## src/hw/rtl/slda_pkg.sv

```systemverilog
`timescale 1ns / 1ps
// ----------------------------------------------------------------------------
// slda_pkg: shared types and constants for the single-lane direction arbiter
// Holds the request and configuration codes, the arbiter state record and the
// result record that travels on the output channel.
// ----------------------------------------------------------------------------
`default_nettype none

package slda_pkg;

  // Request kinds carried in req_type.
  localparam logic REQ_ARRIVAL = 1'b0;
  localparam logic REQ_EXIT    = 1'b1;

  // Side and direction codes.
  localparam logic SIDE_LEFT  = 1'b0;
  localparam logic SIDE_RIGHT = 1'b1;

  // Configuration register indexes.
  typedef logic [0:0] cfg_idx_t;
  localparam cfg_idx_t CFG_CAPACITY     = 1'd0;
  localparam cfg_idx_t CFG_STARVE_LIMIT = 1'd1;

  // Reset values of the configuration registers.
  localparam logic [7:0] CAPACITY_RESET     = 8'd10;
  localparam logic [7:0] STARVE_LIMIT_RESET = 8'd5;

  // Waiting counts never pass the smaller of MAX_WAITING and 255.
  localparam int unsigned MAX_WAITING = 255;
  localparam logic [7:0]  WAIT_CAP    = (MAX_WAITING < 255) ? 8'(MAX_WAITING) : 8'd255;

  localparam logic [7:0] COUNT_MAX = 8'hFF;

  typedef struct packed {
    logic [7:0]      occupancy;
    logic            direction;
    logic [1:0][7:0] waiting;
    logic [1:0][7:0] starve;
    logic [1:0]      blocked;
  } state_t;

  typedef struct packed {
    logic       granted;
    logic       granted_side;
    logic       from_queue;
    logic       rejected;
    logic [7:0] occupancy_now;
    logic       path_direction;
    logic [7:0] left_waiting_now;
    logic [7:0] right_waiting_now;
  } result_t;

endpackage

`default_nettype wire

```

## src/hw/rtl/slda_if.sv

```systemverilog
`timescale 1ns / 1ps
// ----------------------------------------------------------------------------
// slda_if: channel interfaces of the single-lane direction arbiter
// The request channel carries one arrival or exit per word; the result channel
// carries the outcome of one request per word. Both use valid/ready.
// ----------------------------------------------------------------------------
`default_nettype none

interface slda_in_if;
  logic valid;
  logic ready;
  logic req_type;
  logic side;

  modport source (output valid, output req_type, output side, input ready);
  modport sink   (input valid, input req_type, input side, output ready);
endinterface

interface slda_out_if;
  logic       valid;
  logic       ready;
  logic       granted;
  logic       granted_side;
  logic       from_queue;
  logic       rejected;
  logic [7:0] occupancy_now;
  logic       path_direction;
  logic [7:0] left_waiting_now;
  logic [7:0] right_waiting_now;

  modport source (
    output valid, output granted, output granted_side, output from_queue,
    output rejected, output occupancy_now, output path_direction,
    output left_waiting_now, output right_waiting_now, input ready
  );
  modport sink (
    input valid, input granted, input granted_side, input from_queue,
    input rejected, input occupancy_now, input path_direction,
    input left_waiting_now, input right_waiting_now, output ready
  );
endinterface

`default_nettype wire

```

## src/hw/rtl/single_lane_direction_arbiter_top.sv

```systemverilog
`timescale 1ns / 1ps
// ----------------------------------------------------------------------------
// single_lane_direction_arbiter_top: one-lane shared path arbiter
// Admits arrivals onto a one-direction path, queues them by count when they
// cannot enter, blocks a side that starves the other, and wakes at most one
// waiter on each exit.
// ----------------------------------------------------------------------------
// Flow: an accepted word lands in the request register, and its result is
//   registered in the result register when the stage fires and then offered.
// Throughput: one request word per cycle while the result channel is not
//   stalled; state updates as each word fires, so no word waits on it.
// Reset (synchronous, rst_n low): path empty, direction left, all waiting and
//   starvation counts and block flags zero, capacity 10, starvation limit 5,
//   both channel stages empty.
// ----------------------------------------------------------------------------
`default_nettype none

module single_lane_direction_arbiter_top
  import slda_pkg::*;
(
  input  logic       clk,
  input  logic       rst_n,
  input  logic       cfg_we,
  input  cfg_idx_t   cfg_addr,
  input  logic [7:0] cfg_wdata,
  slda_in_if.sink    in_chan,
  slda_out_if.source out_chan
);

  // Configuration registers.
  logic [7:0] capacity_r;
  logic [7:0] starve_limit_r;

  // Request stage: one word held until the result register can take its result.
  logic in_vld_r;
  logic in_req_type_r;
  logic in_side_r;

  // Arbiter state and the result stage.
  state_t  st_r;
  state_t  st_nxt;
  result_t res_nxt;
  result_t out_res_r;
  logic    out_vld_r;

  // The request stage fires when the result register is empty or being drained.
  logic fire;
  assign fire       = in_vld_r && (!out_vld_r || out_chan.ready);
  assign in_chan.ready = !in_vld_r || fire;

  // Working signals of the step logic.
  logic       cur_side;
  logic       oth_side;
  logic [7:0] occ_after_exit;
  logic       wake_vld;
  logic       wake_side;

  // One request against the current state. An arrival on an empty path first
  // turns the path toward its own side. An exit frees a slot, charges the
  // current side with one starvation tick if the other side waits, blocks a side
  // whose count reaches the limit, and then wakes at most one waiter: the other
  // side first when the path has drained, else the current side.
  always_comb begin
    st_nxt         = st_r;
    res_nxt        = '0;
    cur_side       = st_r.direction;
    oth_side       = ~st_r.direction;
    occ_after_exit = (st_r.occupancy == '0) ? '0 : st_r.occupancy - 8'd1;
    wake_vld       = 1'b0;
    wake_side      = SIDE_LEFT;

    if (in_req_type_r == REQ_ARRIVAL) begin
      if (st_r.occupancy == '0) begin
        st_nxt.direction = in_side_r;
      end
      if (st_r.occupancy < capacity_r && st_nxt.direction == in_side_r &&
          !st_r.blocked[in_side_r]) begin
        st_nxt.occupancy     = st_r.occupancy + 8'd1;
        res_nxt.granted      = 1'b1;
        res_nxt.granted_side = in_side_r;
      end else if (st_r.waiting[in_side_r] >= WAIT_CAP) begin
        res_nxt.rejected = 1'b1;
      end else begin
        st_nxt.waiting[in_side_r] = st_r.waiting[in_side_r] + 8'd1;
      end
    end else begin
      st_nxt.occupancy = occ_after_exit;
      if (st_r.waiting[oth_side] != '0 && st_r.starve[cur_side] != COUNT_MAX) begin
        st_nxt.starve[cur_side] = st_r.starve[cur_side] + 8'd1;
      end
      if (st_nxt.starve[SIDE_LEFT] >= starve_limit_r) begin
        st_nxt.blocked[SIDE_LEFT] = 1'b1;
      end
      if (st_nxt.starve[SIDE_RIGHT] >= starve_limit_r) begin
        st_nxt.blocked[SIDE_RIGHT] = 1'b1;
      end

      if (occ_after_exit == '0 && st_r.waiting[oth_side] != '0) begin
        wake_vld  = 1'b1;
        wake_side = oth_side;
      end else if (st_r.waiting[cur_side] != '0) begin
        wake_vld  = 1'b1;
        wake_side = cur_side;
      end

      if (wake_vld) begin
        // A waiter woken onto an empty path takes the direction and lifts
        // the penalty on the opposite side.
        if (occ_after_exit == '0) begin
          st_nxt.direction          = wake_side;
          st_nxt.starve[~wake_side]  = '0;
          st_nxt.blocked[~wake_side] = 1'b0;
        end
        if (occ_after_exit < capacity_r && st_nxt.direction == wake_side &&
            !st_nxt.blocked[wake_side]) begin
          st_nxt.waiting[wake_side] = st_r.waiting[wake_side] - 8'd1;
          st_nxt.occupancy          = occ_after_exit + 8'd1;
          res_nxt.granted           = 1'b1;
          res_nxt.granted_side      = wake_side;
          res_nxt.from_queue        = 1'b1;
        end
      end
    end

    res_nxt.occupancy_now     = st_nxt.occupancy;
    res_nxt.path_direction    = st_nxt.direction;
    res_nxt.left_waiting_now  = st_nxt.waiting[SIDE_LEFT];
    res_nxt.right_waiting_now = st_nxt.waiting[SIDE_RIGHT];
  end

  // Control and state registers.
  always_ff @(posedge clk) begin
    if (!rst_n) begin
      capacity_r     <= CAPACITY_RESET;
      starve_limit_r <= STARVE_LIMIT_RESET;
      in_vld_r       <= 1'b0;
      out_vld_r      <= 1'b0;
      st_r           <= '0;
    end else begin
      if (cfg_we) begin
        case (cfg_addr)
          CFG_CAPACITY:     capacity_r     <= cfg_wdata;
          CFG_STARVE_LIMIT: starve_limit_r <= cfg_wdata;
          default: ;
        endcase
      end
      if (in_chan.ready) begin
        in_vld_r <= in_chan.valid;
      end
      if (fire) begin
        out_vld_r <= 1'b1;
        st_r      <= st_nxt;
      end else if (out_chan.ready) begin
        out_vld_r <= 1'b0;
      end
    end
  end

  // Payload registers need no reset.
  always_ff @(posedge clk) begin
    if (in_chan.ready && in_chan.valid) begin
      in_req_type_r <= in_chan.req_type;
      in_side_r     <= in_chan.side;
    end
    if (fire) begin
      out_res_r <= res_nxt;
    end
  end

  assign out_chan.valid             = out_vld_r;
  assign out_chan.granted           = out_res_r.granted;
  assign out_chan.granted_side      = out_res_r.granted_side;
  assign out_chan.from_queue        = out_res_r.from_queue;
  assign out_chan.rejected          = out_res_r.rejected;
  assign out_chan.occupancy_now     = out_res_r.occupancy_now;
  assign out_chan.path_direction    = out_res_r.path_direction;
  assign out_chan.left_waiting_now  = out_res_r.left_waiting_now;
  assign out_chan.right_waiting_now = out_res_r.right_waiting_now;

endmodule

`default_nettype wire

```

## src/flat_wrapper.sv

```systemverilog
// flat-port wrapper written by rule: the top's interface ports become plain ports
module single_lane_direction_arbiter_top_flat import slda_pkg::*;
  (clk, rst_n, cfg_we, cfg_addr, cfg_wdata, in_chan_valid, in_chan_req_type, in_chan_side, in_chan_ready, out_chan_valid, out_chan_granted, out_chan_granted_side, out_chan_from_queue, out_chan_rejected, out_chan_occupancy_now, out_chan_path_direction, out_chan_left_waiting_now, out_chan_right_waiting_now, out_chan_ready);
  slda_in_if in_chan_i ();
  slda_out_if out_chan_i ();
  input  logic clk;
  input  logic rst_n;
  input  logic cfg_we;
  input  cfg_idx_t cfg_addr;
  input  logic [7:0] cfg_wdata;
  input wire logic [$bits(in_chan_i.valid)-1:0] in_chan_valid;
  input wire logic [$bits(in_chan_i.req_type)-1:0] in_chan_req_type;
  input wire logic [$bits(in_chan_i.side)-1:0] in_chan_side;
  output wire logic [$bits(in_chan_i.ready)-1:0] in_chan_ready;
  output wire logic [$bits(out_chan_i.valid)-1:0] out_chan_valid;
  output wire logic [$bits(out_chan_i.granted)-1:0] out_chan_granted;
  output wire logic [$bits(out_chan_i.granted_side)-1:0] out_chan_granted_side;
  output wire logic [$bits(out_chan_i.from_queue)-1:0] out_chan_from_queue;
  output wire logic [$bits(out_chan_i.rejected)-1:0] out_chan_rejected;
  output wire logic [$bits(out_chan_i.occupancy_now)-1:0] out_chan_occupancy_now;
  output wire logic [$bits(out_chan_i.path_direction)-1:0] out_chan_path_direction;
  output wire logic [$bits(out_chan_i.left_waiting_now)-1:0] out_chan_left_waiting_now;
  output wire logic [$bits(out_chan_i.right_waiting_now)-1:0] out_chan_right_waiting_now;
  input wire logic [$bits(out_chan_i.ready)-1:0] out_chan_ready;
  assign in_chan_i.valid = in_chan_valid;
  assign in_chan_i.req_type = in_chan_req_type;
  assign in_chan_i.side = in_chan_side;
  assign in_chan_ready = in_chan_i.ready;
  assign out_chan_valid = out_chan_i.valid;
  assign out_chan_granted = out_chan_i.granted;
  assign out_chan_granted_side = out_chan_i.granted_side;
  assign out_chan_from_queue = out_chan_i.from_queue;
  assign out_chan_rejected = out_chan_i.rejected;
  assign out_chan_occupancy_now = out_chan_i.occupancy_now;
  assign out_chan_path_direction = out_chan_i.path_direction;
  assign out_chan_left_waiting_now = out_chan_i.left_waiting_now;
  assign out_chan_right_waiting_now = out_chan_i.right_waiting_now;
  assign out_chan_i.ready = out_chan_ready;
  single_lane_direction_arbiter_top u_core (.clk(clk), .rst_n(rst_n), .cfg_we(cfg_we), .cfg_addr(cfg_addr), .cfg_wdata(cfg_wdata), .in_chan(in_chan_i), .out_chan(out_chan_i));
endmodule
```

## config.mk

```make
export PLATFORM = sky130hd
export DESIGN_NAME = single_lane_direction_arbiter_top_flat
export DESIGN_NICKNAME = d
export VERILOG_FILES = /design/src/hw/rtl/slda_pkg.sv /design/src/hw/rtl/slda_if.sv /design/src/hw/rtl/single_lane_direction_arbiter_top.sv /design/src/flat_wrapper.sv
export SDC_FILE = /design/constraint.sdc
export NUM_CORES = 1
export LEC_CHECK = 0
export BUFFER_PORTS_ARGS = -buffer_cell sky130_fd_sc_hd__buf_4
export CAP_MARGIN = 5
export CORE_UTILIZATION = 60
export CTS_CLUSTER_SIZE = 24
export DETAILED_ROUTE_END_ITERATION = 10
export HOLD_SLACK_MARGIN = 0.15
export PLACE_DENSITY = 0.79
export SLEW_MARGIN = 20
export SYNTH_ARGS = -nofsm -noshare
export SYNTH_HDL_FRONTEND = slang
export SYNTH_SLANG_ARGS = --single-unit
export TNS_END_PERCENT = 50
```

## constraint.sdc

```tcl
create_clock -name clk -period 6.8 [get_ports clk]
set_input_delay 0 -clock clk [delete_from_list [all_inputs] [get_ports clk]]
set_output_delay 0 -clock clk [all_outputs]
set_load 0.1 [all_outputs]
```

==> impl_metrics.env <==
export IMPL_fin_setup_tns_ps=0
export IMPL_max_slew_worst_pin_slew_ps=912
export IMPL_syn_area_sq_um=6640
export IMPL_p_switching_uw=777
export IMPL_via_per_inst=6.46
export IMPL_power_leakage_uw=0.00300
export IMPL_holdWs_ps=345
export IMPL_core_rowCount=38
export IMPL_layout_cells_non_filler=970
export IMPL_seq_area_sq_um=2150
export IMPL_hold_buffers=29
export IMPL_drc=0
export IMPL_yosysTopAreaCell="dfxtp_1"
export IMPL_synth_most_common_cell="nand2_1"
export IMPL_syn_nets=837
export IMPL_grt_pass1_vias=6013
export IMPL_final_nets=879
export IMPL_grtUsageTotal_pct=33.1
export IMPL_synth_edff_count=31
export IMPL_synth_distinct_cells=92
export IMPL_cp_required_ps=6950
export IMPL_synthToLayoutAreaGrowth_pct=13.7
export IMPL_setup_viol=0
export IMPL_layout_drive_gt1_share_pct=13.3
export IMPL_synth_common_cells="nand2_1, nor2_1, dfxtp_1"
export IMPL_die_h_um=107
export IMPL_start_util_pct=61.5
export IMPL_ys_warnings_count=0
export IMPL_fmaxAchievable_mhz=196
export IMPL_cts_setup_buffers=0
export IMPL_critPathKind="flop to flop"
export IMPL_ctsResizeCount=0
export IMPL_synth_area_leaders="dfxtp_1, edfxtp_1, ha_1"
export IMPL_h_tree_depth=3
export IMPL_yosysSeqAreaShare_pct=32.4
export IMPL_post_route_period_util_pct=75.2
export IMPL_synth_seq_cells=92
export IMPL_diodes=0
export IMPL_fillers=859
export IMPL_clk_pin_slew_ps=90
export IMPL_routed_wl_um=18000
export IMPL_crit_slowest_cell="a21oi_1"
export IMPL_dp_cells=925
export IMPL_synth_cells=783
export IMPL_ioPinCount=47
export IMPL_portBuffers=46
export IMPL_clock_latency_ps=390
export IMPL_pwr_share_seq_pct=33.7
export IMPL_cp_start_kind="flop"
export IMPL_overflow=0
export IMPL_cp_common_cell="a21oi_1"
export IMPL_multi_input_area_sq_um=4180
export IMPL_coreArea_sq_um=10800
export IMPL_wire_per_inst_um=18.6
export IMPL_hold_viol_final=0
export IMPL_cp_buffers_inverters=2
export IMPL_antenna_found_initial=0
export IMPL_finalMaxSlewViolations=0
export IMPL_cp_top_family="compound AO/OA/AOI/OAI gates"
export IMPL_drtPass1Iterations=5
export IMPL_die_w_um=107
export IMPL_syn_avg_cell_area_sq_um=8.48
export IMPL_cts_buffers=9
export IMPL_ys_flop_type="dfxtp_1"
export IMPL_grt_pass1_wl_um=29600
export IMPL_grt_max_degree=42
export IMPL_p_int_uw=1150
export IMPL_relSlewSlack_pct=39.2
export IMPL_cp_cell_sequence="buf_4, mux2i_1, inv_1, ha_1, o21ai_0, a21oi_1, a21oi_1, nand4_1, xnor2_1, ha_1, o22ai_1, nor2_1, a21oi_1, and4_1, o2111ai_2, o31a_1, a22o_1, or2_1"
export IMPL_power_frac_clock_pct=24.6
export IMPL_drv_cap=0
export IMPL_globalplace_congestion=0.896
export IMPL_detail_route_iter0_violations=614
export IMPL_route_vias_total=6271
export IMPL_yosysTopAreaCellShare_pct=18.4
export IMPL_die_area_sq_um=11500
export IMPL_setup_slack_ps=1690
export IMPL_cp_max_fo=24
export IMPL_dp_slack_ps=1850
export IMPL_clock_sinks=92
export IMPL_finClkSkew_ps=12.5
export IMPL_cp_end_kind="flop"
export IMPL_clock_path_buffers=2
export IMPL_run_status="completed"
export IMPL_fin_crit_ps=5110
export IMPL_max_stage_delay_ps=550
export IMPL_switching_share_pct=40.3
export IMPL_p_comb_share_pct=41.7
export IMPL_dp_hpwl_um=12600
export IMPL_antenna_left=0
export IMPL_ys_async_sr_fraction_pct=0
export IMPL_rsz0062_at_grt="no"
export IMPL_cts_root_buf="clkbuf_8"
export IMPL_cts_tree="done"
export IMPL_p_per_area_nw_per_um2=256
export IMPL_worstPathArrival_ps=5260
export IMPL_hp_class="primary input to flop"
export IMPL_max_vdd_ir_drop_v=0.000163
## power groups by stage
stage / clock network [uW] / logic, uW / registers (uW)
2_1_floorplan: 0 / 512 / 759
3_3_place_gp: 0 / 760 / 660
3_5_place_dp: 0 / 773 / 662
4_1_cts: 478 / 790 / 649
5_1_grt: 498 / 865 / 655
6_report: 474 / 805 / 651
## logic make-up (layout without fill, tap and decap cells)
group,after synthesis,after routing,share of synthesized area (%)
AOI/OAI and AO/OA,222,222,24.5
and+or+nand+nor,290,290,22.2
adders and majority gates,38,38,7.16
muxes,24,24,3.79
xor gates and xnor gates,40,40,5.28
buffers and inverters,77,124,4.64
DFF,92,92,32.4
## sequential cells by signal (all words and copies together) (netlist names), 8 cells and up
name and count:
u_core.out_chan.left_waiting_now 8, u_core.st_r 42, u_core.capacity_r 8, u_core.out_chan.occupancy_now 8, u_core.out_chan.right_waiting_now 8, u_core.starve_limit_r 8
## layer usage
| layer | routed length (um) | up-vias | GRT usage, % | part of all wire, % |
|---|---|---|---|---|
| met4 | 683 | 0 | 17.2 | 3.8 |
| li1 | - | 2969 | - | - |
| met3 | 1230 | 51 | 5.47 | 6.8 |
| met2 | 8380 | 281 | 53.7 | 47 |
| met5 | 0 | - | 0 | 0 |
| met1 | 7720 | 2970 | 42.3 | 43 |
## final timing paths
kind / start / endpoint / slack (ps) / cells past startpoint
hold / removal: in_chan_side / u_core.in_side_r / 340 / 2
setup reg to reg: u_core.cur_side / u_core.out_chan.left_waiting_now[5] / 1690 / 18
setup / recovery: u_core.cur_side / u_core.out_chan.left_waiting_now[5] / 1690 / 18
hold reg to reg: u_core.starve_limit_r[5] / u_core.starve_limit_r[5] / 460 / 2
## worst reg2reg max path, cell delays in order, from the launching register on
cell and delay (ps):
dfxtp_1 340, buf_4 290, mux2i_1 240, inv_1 90, ha_1 230, o21ai_0 150
a21oi_1 160, a21oi_1 550, nand4_1 300, xnor2_1 240, ha_1 260, o22ai_1 120
nor2_1 70, a21oi_1 420, and4_1 350, o2111ai_2 260, o31a_1 320, a22o_1 290
or2_1 200
## cell type report
class,count,area share (%)
Clock buffer,13,2.25
Clock inverter,3,1.19
Inverter,27,1.34
Multi-Input combinational cell,614,55.4
Sequential cell,92,28.5
Tap cell,140,2.32
Timing Repair Buffer,81,9.02
## per-stage QoR
step,util (%),power [uW],instance area [sq um]
2_1_floorplan,-,1270,6640
3_3_place_gp,64.8,1420,7000
3_5_place_dp,64.8,1430,7000
4_1_cts,69.9,1920,7550
5_1_grt,69.9,2020,7550
6_report,69.9,1930,7550
## cells in the final DEF (no fill, tap or decap), drive strengths merged, types with 12 or more instances in the layout
master / instances
clkbuf: 13
dlygate4sd3: 29
dfxtp: 61
buf: 52
mux2i: 15
nand3: 27
nand2: 96
inv: 27
xnor2: 28
xor2: 12
a21oi: 49
o21ai: 37
a211oi: 13
ha: 38
nor2: 83
edfxtp: 31
nor3: 17
a22oi: 16
Power figures use the tool's default switching activity.
